<file path="src/design/saao_pkg.sv">
// shared constants, codes and types of the footprint area unit
package saao_pkg;

    localparam int COORD_WIDTH = 24;
    localparam int FRAC_BITS   = 8;
    localparam int AREA_FRAC   = 16;
    localparam int AREA_WIDTH  = 64;
    localparam int MODE_WIDTH  = 2;
    localparam int MUL_WIDTH   = 33;
    localparam int IN_DATA_WIDTH = ((2 * COORD_WIDTH + 7) / 8) * 8;
    localparam logic [31:0] QUARTER_PI_Q32 = 32'hC90FDAA2;

    typedef enum logic [MODE_WIDTH-1:0] {
        MODE_BOX  = 2'd0,
        MODE_CYL  = 2'd1,
        MODE_POLY = 2'd2
    } mode_t;

    typedef enum logic [1:0] {
        OP_BOX,
        OP_CYL,
        OP_VSTART,
        OP_VNEXT
    } op_kind_t;

    typedef struct packed {
        op_kind_t                        kind;
        logic                            last;
        logic signed [COORD_WIDTH-1:0]   x;
        logic signed [COORD_WIDTH-1:0]   y;
    } op_entry_t;

    typedef struct packed {
        logic      push;
        op_entry_t entry;
    } op_push_t;

    typedef enum logic [3:0] {
        ST_IDLE,
        ST_B1,
        ST_B2,
        ST_C1,
        ST_C2,
        ST_C3,
        ST_C4,
        ST_VS,
        ST_V1,
        ST_V2,
        ST_V3,
        ST_K1,
        ST_K2,
        ST_K3,
        ST_OUT
    } back_state_t;

endpackage

</file>
<file path="src/design/saao_front.sv">
// front end: accepts items, tracks the open polygon and classifies into operations
module saao_front
(
    input  logic                                      clk,
    input  logic                                      rst_n,
    input  logic                                      s_axis_tvalid,
    output logic                                      s_axis_tready,
    input  logic [saao_pkg::IN_DATA_WIDTH-1:0]        s_axis_tdata,
    input  logic                                      s_axis_tlast,
    input  logic [saao_pkg::MODE_WIDTH-1:0]           s_axis_tuser,
    input  logic                                      queue_full,
    output saao_pkg::op_push_t                        op_push
);

    logic open_reg;
    logic open_next;
    logic xfer;

    assign s_axis_tready = !queue_full;
    assign xfer          = s_axis_tvalid && s_axis_tready;

    always_comb
    begin
        open_next            = open_reg;
        op_push.push         = 1'b0;
        op_push.entry.kind   = saao_pkg::OP_BOX;
        op_push.entry.last   = s_axis_tlast;
        op_push.entry.x      = s_axis_tdata[saao_pkg::COORD_WIDTH-1:0];
        op_push.entry.y      = s_axis_tdata[2*saao_pkg::COORD_WIDTH-1:saao_pkg::COORD_WIDTH];
        case (saao_pkg::mode_t'(s_axis_tuser))
            saao_pkg::MODE_BOX:
            begin
                op_push.push       = xfer;
                op_push.entry.kind = saao_pkg::OP_BOX;
                if (xfer)
                begin
                    open_next = 1'b0;
                end
            end
            saao_pkg::MODE_CYL:
            begin
                op_push.push       = xfer;
                op_push.entry.kind = saao_pkg::OP_CYL;
                if (xfer)
                begin
                    open_next = 1'b0;
                end
            end
            saao_pkg::MODE_POLY:
            begin
                op_push.push       = xfer;
                op_push.entry.kind = open_reg ? saao_pkg::OP_VNEXT : saao_pkg::OP_VSTART;
                if (xfer)
                begin
                    open_next = !s_axis_tlast;
                end
            end
            default:
            begin
                op_push.push = 1'b0;
            end
        endcase
    end

    always_ff @(posedge clk or negedge rst_n)
    begin
        if (!rst_n)
        begin
            open_reg <= 1'b0;
        end
        else
        begin
            open_reg <= open_next;
        end
    end

endmodule

</file>
<file path="src/design/saao_queue.sv">
// two-entry operation queue between front and back
module saao_queue
(
    input  logic                    clk,
    input  logic                    rst_n,
    input  saao_pkg::op_push_t      op_push,
    output logic                    full,
    output logic                    empty,
    input  logic                    pop,
    output saao_pkg::op_entry_t     head
);

    saao_pkg::op_entry_t mem [2];
    logic       wr_ptr_reg;
    logic       wr_ptr_next;
    logic       rd_ptr_reg;
    logic       rd_ptr_next;
    logic [1:0] count_reg;
    logic [1:0] count_next;
    logic       do_push;
    logic       do_pop;

    assign full    = (count_reg == 2'd2);
    assign empty   = (count_reg == 2'd0);
    assign do_push = op_push.push && !full;
    assign do_pop  = pop && !empty;
    assign head    = mem[rd_ptr_reg];

    always_comb
    begin
        wr_ptr_next = wr_ptr_reg;
        rd_ptr_next = rd_ptr_reg;
        count_next  = count_reg;
        if (do_push)
        begin
            wr_ptr_next = !wr_ptr_reg;
        end
        if (do_pop)
        begin
            rd_ptr_next = !rd_ptr_reg;
        end
        if (do_push && !do_pop)
        begin
            count_next = count_reg + 2'd1;
        end
        else if (do_pop && !do_push)
        begin
            count_next = count_reg - 2'd1;
        end
    end

    always_ff @(posedge clk)
    begin
        if (do_push)
        begin
            mem[wr_ptr_reg] <= op_push.entry;
        end
    end

    always_ff @(posedge clk or negedge rst_n)
    begin
        if (!rst_n)
        begin
            wr_ptr_reg <= 1'b0;
            rd_ptr_reg <= 1'b0;
            count_reg  <= 2'd0;
        end
        else
        begin
            wr_ptr_reg <= wr_ptr_next;
            rd_ptr_reg <= rd_ptr_next;
            count_reg  <= count_next;
        end
    end

endmodule

</file>
<file path="src/design/saao_back.sv">
// back end: sequencer around one shared multiplier, accumulator and output register
module saao_back
(
    input  logic                                 clk,
    input  logic                                 rst_n,
    input  logic                                 empty,
    output logic                                 pop,
    input  saao_pkg::op_entry_t                  head,
    output logic                                 m_axis_tvalid,
    input  logic                                 m_axis_tready,
    output logic [saao_pkg::AREA_WIDTH-1:0]      m_axis_tdata,
    output logic [0:0]                           m_axis_tuser
);

    localparam int MW = saao_pkg::MUL_WIDTH;
    localparam int AW = saao_pkg::AREA_WIDTH;
    localparam int CW = saao_pkg::COORD_WIDTH;

    saao_pkg::back_state_t state_reg;
    saao_pkg::back_state_t state_next;
    saao_pkg::op_entry_t   cur_reg;
    saao_pkg::op_entry_t   cur_next;
    logic signed [CW-1:0]  first_x_reg;
    logic signed [CW-1:0]  first_x_next;
    logic signed [CW-1:0]  first_y_reg;
    logic signed [CW-1:0]  first_y_next;
    logic signed [CW-1:0]  prev_x_reg;
    logic signed [CW-1:0]  prev_x_next;
    logic signed [CW-1:0]  prev_y_reg;
    logic signed [CW-1:0]  prev_y_next;
    logic [AW-1:0]         acc_reg;
    logic [AW-1:0]         acc_next;
    logic [AW-1:0]         prod_reg;
    logic [AW-1:0]         prod_next;
    logic                  out_valid_reg;
    logic                  out_valid_next;
    logic [AW-1:0]         area_reg;
    logic [AW-1:0]         area_next;
    logic                  cw_reg;
    logic                  cw_next;
    logic signed [MW-1:0]  mul_a;
    logic signed [MW-1:0]  mul_b;
    logic signed [2*MW-1:0] mul_full;
    logic                  is_poly;

    function automatic logic signed [MW-1:0] ext_coord(input logic signed [CW-1:0] v);
        ext_coord = MW'(v);
    endfunction

    function automatic logic signed [MW-1:0] ext_u32(input logic [31:0] v);
        ext_u32 = $signed({{(MW-32){1'b0}}, v});
    endfunction

    function automatic logic [AW-1:0] to_q16(input logic [AW-1:0] v, input int fin);
        if (fin > saao_pkg::AREA_FRAC)
        begin
            to_q16 = AW'($signed(v) >>> (fin - saao_pkg::AREA_FRAC));
        end
        else if (fin < saao_pkg::AREA_FRAC)
        begin
            to_q16 = v << (saao_pkg::AREA_FRAC - fin);
        end
        else
        begin
            to_q16 = v;
        end
    endfunction

    assign mul_full      = mul_a * mul_b;
    assign m_axis_tvalid = out_valid_reg;
    assign m_axis_tdata  = area_reg;
    assign m_axis_tuser  = cw_reg;
    assign is_poly       = (cur_reg.kind == saao_pkg::OP_VSTART) ||
                           (cur_reg.kind == saao_pkg::OP_VNEXT);

    always_comb
    begin
        state_next     = state_reg;
        cur_next       = cur_reg;
        first_x_next   = first_x_reg;
        first_y_next   = first_y_reg;
        prev_x_next    = prev_x_reg;
        prev_y_next    = prev_y_reg;
        acc_next       = acc_reg;
        area_next      = area_reg;
        cw_next        = cw_reg;
        out_valid_next = out_valid_reg && !m_axis_tready;
        pop            = 1'b0;
        mul_a          = '0;
        mul_b          = '0;
        case (state_reg)
            saao_pkg::ST_IDLE:
            begin
                if (!empty)
                begin
                    pop      = 1'b1;
                    cur_next = head;
                    case (head.kind)
                        saao_pkg::OP_BOX:    state_next = saao_pkg::ST_B1;
                        saao_pkg::OP_CYL:    state_next = saao_pkg::ST_C1;
                        saao_pkg::OP_VSTART: state_next = saao_pkg::ST_VS;
                        saao_pkg::OP_VNEXT:  state_next = saao_pkg::ST_V1;
                        default:             state_next = saao_pkg::ST_IDLE;
                    endcase
                end
            end
            saao_pkg::ST_B1:
            begin
                mul_a      = ext_coord(cur_reg.x);
                mul_b      = ext_coord(cur_reg.y);
                state_next = saao_pkg::ST_B2;
            end
            saao_pkg::ST_B2:
            begin
                acc_next   = prod_reg;
                state_next = saao_pkg::ST_OUT;
            end
            saao_pkg::ST_C1:
            begin
                mul_a      = ext_coord(cur_reg.x);
                mul_b      = ext_coord(cur_reg.x);
                state_next = saao_pkg::ST_C2;
            end
            saao_pkg::ST_C2:
            begin
                // low word of the squared diameter times pi/4
                mul_a      = ext_u32(prod_reg[31:0]);
                mul_b      = ext_u32(saao_pkg::QUARTER_PI_Q32);
                acc_next   = prod_reg;
                state_next = saao_pkg::ST_C3;
            end
            saao_pkg::ST_C3:
            begin
                // high word times pi/4
                mul_a      = ext_u32(acc_reg[63:32]);
                mul_b      = ext_u32(saao_pkg::QUARTER_PI_Q32);
                acc_next   = {32'd0, prod_reg[63:32]};
                state_next = saao_pkg::ST_C4;
            end
            saao_pkg::ST_C4:
            begin
                acc_next   = acc_reg + prod_reg;
                state_next = saao_pkg::ST_OUT;
            end
            saao_pkg::ST_VS:
            begin
                first_x_next = cur_reg.x;
                first_y_next = cur_reg.y;
                prev_x_next  = cur_reg.x;
                prev_y_next  = cur_reg.y;
                acc_next     = '0;
                state_next   = cur_reg.last ? saao_pkg::ST_K1 : saao_pkg::ST_IDLE;
            end
            saao_pkg::ST_V1:
            begin
                mul_a      = ext_coord(prev_x_reg);
                mul_b      = ext_coord(cur_reg.y);
                state_next = saao_pkg::ST_V2;
            end
            saao_pkg::ST_V2:
            begin
                acc_next   = acc_reg + prod_reg;
                mul_a      = ext_coord(cur_reg.x);
                mul_b      = ext_coord(prev_y_reg);
                state_next = saao_pkg::ST_V3;
            end
            saao_pkg::ST_V3:
            begin
                acc_next    = acc_reg - prod_reg;
                prev_x_next = cur_reg.x;
                prev_y_next = cur_reg.y;
                state_next  = cur_reg.last ? saao_pkg::ST_K1 : saao_pkg::ST_IDLE;
            end
            saao_pkg::ST_K1:
            begin
                // closing edge back to the first vertex
                mul_a      = ext_coord(cur_reg.x);
                mul_b      = ext_coord(first_y_reg);
                state_next = saao_pkg::ST_K2;
            end
            saao_pkg::ST_K2:
            begin
                acc_next   = acc_reg + prod_reg;
                mul_a      = ext_coord(first_x_reg);
                mul_b      = ext_coord(cur_reg.y);
                state_next = saao_pkg::ST_K3;
            end
            saao_pkg::ST_K3:
            begin
                acc_next   = acc_reg - prod_reg;
                state_next = saao_pkg::ST_OUT;
            end
            saao_pkg::ST_OUT:
            begin
                if (!out_valid_reg || m_axis_tready)
                begin
                    out_valid_next = 1'b1;
                    if (is_poly)
                    begin
                        area_next = to_q16(acc_reg, 2 * saao_pkg::FRAC_BITS + 1);
                        cw_next   = acc_reg[AW-1];
                    end
                    else
                    begin
                        area_next = to_q16(acc_reg, 2 * saao_pkg::FRAC_BITS);
                        cw_next   = 1'b0;
                    end
                    state_next = saao_pkg::ST_IDLE;
                end
            end
            default:
            begin
                state_next = saao_pkg::ST_IDLE;
            end
        endcase
        prod_next = mul_full[AW-1:0];
    end

    always_ff @(posedge clk or negedge rst_n)
    begin
        if (!rst_n)
        begin
            state_reg     <= saao_pkg::ST_IDLE;
            out_valid_reg <= 1'b0;
        end
        else
        begin
            state_reg     <= state_next;
            out_valid_reg <= out_valid_next;
        end
    end

    always_ff @(posedge clk)
    begin
        cur_reg     <= cur_next;
        first_x_reg <= first_x_next;
        first_y_reg <= first_y_next;
        prev_x_reg  <= prev_x_next;
        prev_y_reg  <= prev_y_next;
        acc_reg     <= acc_next;
        prod_reg    <= prod_next;
        area_reg    <= area_next;
        cw_reg      <= cw_next;
    end

endmodule

</file>
<file path="src/design/shape_area_and_orientation.sv">
// top level of the footprint area unit: box, cylinder and polygon shoelace area
//
// channel  direction  tdata                              tuser            tlast
// s_axis   in         value_x [23:0], value_y [47:24]    mode [1:0]       last_vertex
// m_axis   out        area [63:0]                        clockwise [0]    none
//
// the front takes one transfer per cycle while the two-entry queue has room
// the back shares one 33x33 multiplier: a box takes one product, a cylinder the squared diameter
// and two with pi/4, a vertex two (none for a first vertex), a last vertex two more to close
// mode 3 transfers are taken and dropped; a result waits in the output register
// while the back goes on; reset clears the queue, the polygon state and the output valid
module shape_area_and_orientation
(
    input  logic                                 clk,
    input  logic                                 rst_n,
    input  logic                                 s_axis_tvalid,
    output logic                                 s_axis_tready,
    input  logic [saao_pkg::IN_DATA_WIDTH-1:0]   s_axis_tdata,   // value_x, value_y
    input  logic                                 s_axis_tlast,
    input  logic [saao_pkg::MODE_WIDTH-1:0]      s_axis_tuser,   // mode
    output logic                                 m_axis_tvalid,
    input  logic                                 m_axis_tready,
    output logic [saao_pkg::AREA_WIDTH-1:0]      m_axis_tdata,   // area
    output logic [0:0]                           m_axis_tuser    // clockwise
);

    saao_pkg::op_push_t  op_push;
    saao_pkg::op_entry_t head;
    logic                queue_full;
    logic                queue_empty;
    logic                pop;

    saao_front u_front
    (
        .clk           (clk),
        .rst_n         (rst_n),
        .s_axis_tvalid (s_axis_tvalid),
        .s_axis_tready (s_axis_tready),
        .s_axis_tdata  (s_axis_tdata),
        .s_axis_tlast  (s_axis_tlast),
        .s_axis_tuser  (s_axis_tuser),
        .queue_full    (queue_full),
        .op_push       (op_push)
    );

    saao_queue u_queue
    (
        .clk     (clk),
        .rst_n   (rst_n),
        .op_push (op_push),
        .full    (queue_full),
        .empty   (queue_empty),
        .pop     (pop),
        .head    (head)
    );

    saao_back u_back
    (
        .clk           (clk),
        .rst_n         (rst_n),
        .empty         (queue_empty),
        .pop           (pop),
        .head          (head),
        .m_axis_tvalid (m_axis_tvalid),
        .m_axis_tready (m_axis_tready),
        .m_axis_tdata  (m_axis_tdata),
        .m_axis_tuser  (m_axis_tuser)
    );

endmodule
</file>
<file path="config.mk">
export PLATFORM = sky130hd
export DESIGN_NAME = shape_area_and_orientation
export DESIGN_NICKNAME = d
export VERILOG_FILES = /design/src/design/saao_pkg.sv /design/src/design/saao_front.sv /design/src/design/saao_queue.sv /design/src/design/saao_back.sv /design/src/design/shape_area_and_orientation.sv
export SDC_FILE = /design/constraint.sdc
export NUM_CORES = 2
export LEC_CHECK = 0
export BUFFER_PORTS_ARGS = -buffer_cell sky130_fd_sc_hd__buf_2
export CAP_MARGIN = 10
export CORE_MARGIN = 3
export CORE_UTILIZATION = 50
export CTS_BUF_LIST = sky130_fd_sc_hd__clkbuf_8
export DETAILED_ROUTE_END_ITERATION = 7
export PLACE_DENSITY = 0.66
export SLEW_MARGIN = 30
export SYNTH_ARGS = -nofsm -noshare
export SYNTH_HDL_FRONTEND = slang
export SYNTH_HIERARCHICAL = 1
export SYNTH_SLANG_ARGS = --single-unit
</file>
<file path="constraint.sdc">
create_clock -name clk -period 12.1 [get_ports clk]
set_clock_uncertainty 0.1 [all_clocks]
set_input_delay 1.21 -clock clk [delete_from_list [all_inputs] [get_ports clk]]
set_output_delay 1.21 -clock clk [all_outputs]
set_load 0.01 [all_outputs]
</file>
==> flow_metrics.py <==
metrics = {
    "finish": {
        "postLayoutCellArea_um2": 61900,
        "layout.nets": 7193,
        "syn_to_final_growth_pct": 6.51,
        "largest_reg_flops": 102,
        "drive_gt1_share_pct": 10.0,
        "top_register": "u_queue/mem",
    },
    "clock_network": {
        "numCtsBuffers": 68,
        "path_clk_slew_ns": 0.07,
        "post_cts_resized": 0,
        "cts_setup_buffers": 0,
        "cts_root_buf": "clkbuf_8",
        "clock_path_buffers": 3,
        "clk_latency_ns": 0.67,
        "cts_tree": "done",
        "clock-sinks": 451,
        "cts_hold_buf": 0,
        "h-tree-depth": 3,
    },
    "floorplan": {
        "dieArea_um2": 120000,
        "core_um2": 115000,
        "io_pins": 122,
        "initial_core_util_pct": 50.6,
        "die_h_um": 347,
        "die_w_um": 347,
        "rows": 124,
    },
    "routing": {
        "dr.pass1.iters": 7,
        "ant_nets": 0,
        "routed-via-count": 41718,
        "detail_route.drc_violations": 0,
        "drt_iter0_drc": 4065,
        "wl_per_cell_um": 24.0,
        "drt-total-wl_um": 176000,
        "viasPerCell": 5.69,
    },
    "timing": {
        "finalSetupTns_ns": 0,
        "hold_viol": 0,
        "fmax_mhz": 89.6,
        "final.min_clock_period_ns": 11.16,
        "setup_viol_count_final": 0,
        "rsz0062_at_grt": "false",
        "tightest_slew_ns": 1.08,
        "relSlewSlack_pct": 27.9,
        "fin_crit_sh_pct": 92.2,
        "hold_slack_ns": 0.341,
        "maxSlewViolCount": 0,
    },
    "place": {
        "dpl_cell_area_um2": 60500,
        "io_buffers": 121,
        "dp_hpwl_um": 146000,
        "gp_congestion": 0.976,
    },
    "grt": {
        "grt_max_degree": 66,
        "globalRouteOverflowTotal": 0,
        "grt_pass1_vias": 43998,
        "grt_use_total_pct": 29.8,
        "antenna_found_initial": 6,
        "grt_pass1_wl_um": 269000,
    },
    "logic_synthesis": {
        "avgSynthCellArea_um2": 10.1,
        "synth_top_area_share_pct": 37.2,
        "synth_area_leaders": "fa_1, edfxtp_1, inv_1",
        "synthArstFlopShare_pct": 2.22,
        "netlist_area_um2": 58100,
        "yosysTopAreaCell": "fa_1",
        "ys_seq_elements": 451,
        "ys_types": 101,
        "synth-warning-count": 6,
        "synthesis.nets": 7162,
        "synth_flop_cell": "edfxtp_1",
        "synthCells": 5738,
        "yosysSeqAreaShare_pct": 22.1,
        "synth_edf_count": 377,
    },
    "run": {
        "drv_cap": 0,
    },
    "critical_path": {
        "endpoint_kind": "flop",
        "startpoint_type": "flop",
        "rr_endpoint": "u_back/prod_reg[63]",
        "r2r_cells": 29,
        "arrival_ns": 11.60,
        "rrSetupSlack_ns": 0.94,
        "crit_fanout": 46,
        "critical_path_required_ns": 12.54,
        "critPathTopFamily": "adder cells",
        "path_class": "flop to flop",
        "cp_num_buf_inv": 7,
        "crit_slowest_cell": "fa_1",
        "slowest_delay_ns": 0.96,
        "cp_num_cells": 29,
        "crit-reg2reg-launch": "u_back/state_reg[2]",
        "crit_top_cell": "fa_1",
    },
    "hold_path": {
        "hp-class": "primary input to async pin",
    },
    "run_status": {
        "outcome": "finished clean",
    },
}
[how the worst max path moves through the flow]
stage,start,slack [ns],endpoint
after floorplan,u_back/state_reg[0],2.73,u_back/prod_reg[63]
after global placement,u_back/state_reg[2],1.22,u_back/prod_reg[63]
after detailed placement,u_back/state_reg[2],1.04,u_back/prod_reg[63]
after CTS,u_back/state_reg[2],1.03,u_back/prod_reg[63]
after global routing,u_back/state_reg[2],0.26,u_back/prod_reg[63]
final,u_back/state_reg[2],0.94,u_back/prod_reg[63]
[routing by layer]
| layer | GRT usage, % | wire (um) | up-vias |
|---|---|---|---|
| met4 | 15.6 | 11100 | 4 |
| met1 | 38.9 | 66900 | 21286 |
| met2 | 46.9 | 80900 | 1934 |
| li1 | - | - | 18081 |
| met3 | 6.64 | 17000 | 413 |
| met5 | 0 | 26 | - |
[per-stage QoR]
| step | std cells | setup slack [ns] | util (%) |
|---|---|---|---|
| 2_1_floorplan | 5738 | 2.73 | - |
| 3_3_place_gp | 7202 | 1.22 | 52.6 |
| 3_5_place_dp | 7210 | 1.04 | 52.7 |
| 4_1_cts | 7332 | 1.03 | 53.9 |
| 5_1_grt | 7333 | 0.255 | 53.9 |
| 6_report | 7337 | 0.942 | 53.9 |
[cells in the final DEF, fill, tap and decap left out, types with 74 or more instances in the layout]
cell type	netlist	final
a21oi_1	162	156
buf_2	13	121
buf_4	49	139
clkbuf_8	0	74
edfxtp_1	377	377
fa_1	1081	1081
ha_1	288	288
inv_1	1178	1194
nand2_1	621	620
nor2_1	491	485
o21ai_0	144	143
xnor2_1	111	111
xor2_1	90	90
[cell usage after synthesis, drive strengths merged (36+ instances only)]
cell    number
a21o        71
a21oi      162
a22oi       61
buf         81
clkbuf     224
dfxtp       64
edfxtp     377
fa        1081
ha         288
inv       1180
mux2       113
nand2      622
nand3       46
nand4       36
nor2       493
o21ai      159
xnor2      112
xor2        90
[worst register-to-register path: cells and delay by family, from the launching register on]
| family | cells | cell delay (ns) |
|---|---|---|
| adders and majority gates | 9 | 5.21 |
| buffers and inverters | 7 | 1.84 |
| AOI/OAI and AO/OA | 8 | 1.76 |
| and+or+nand+nor | 4 | 1.44 |
| DFF | 1 | 0.55 |
| xor gates and xnor gates | 1 | 0.13 |
[layout make-up]
class | count | area (um2)
timing repair buffer | 266 | 1730
antenna | 4 | 10.0
inverter | 1180 | 4430
sequential | 451 | 12900
clock inverter | 49 | 352
fill | 10268 | 52900
clock buffer | 73 | 1000
tap | 1512 | 1890
multi-input combinational | 3802 | 39600
[logic make-up after synthesis]
logic type	count (synthesis)	synth area share, %
buffers and inverters	1485	10.1
and+or+nand+nor	1402	10.4
adders and majority gates	1372	43.5
AOI/OAI and AO/OA	708	8.21
DFF	451	22.1
xor gates and xnor gates	202	3.06
muxes	118	2.59
Power is left out: the tool's default activity adds up to more than one toggle a clock period on the data nets, which glitch-free logic cannot reach.
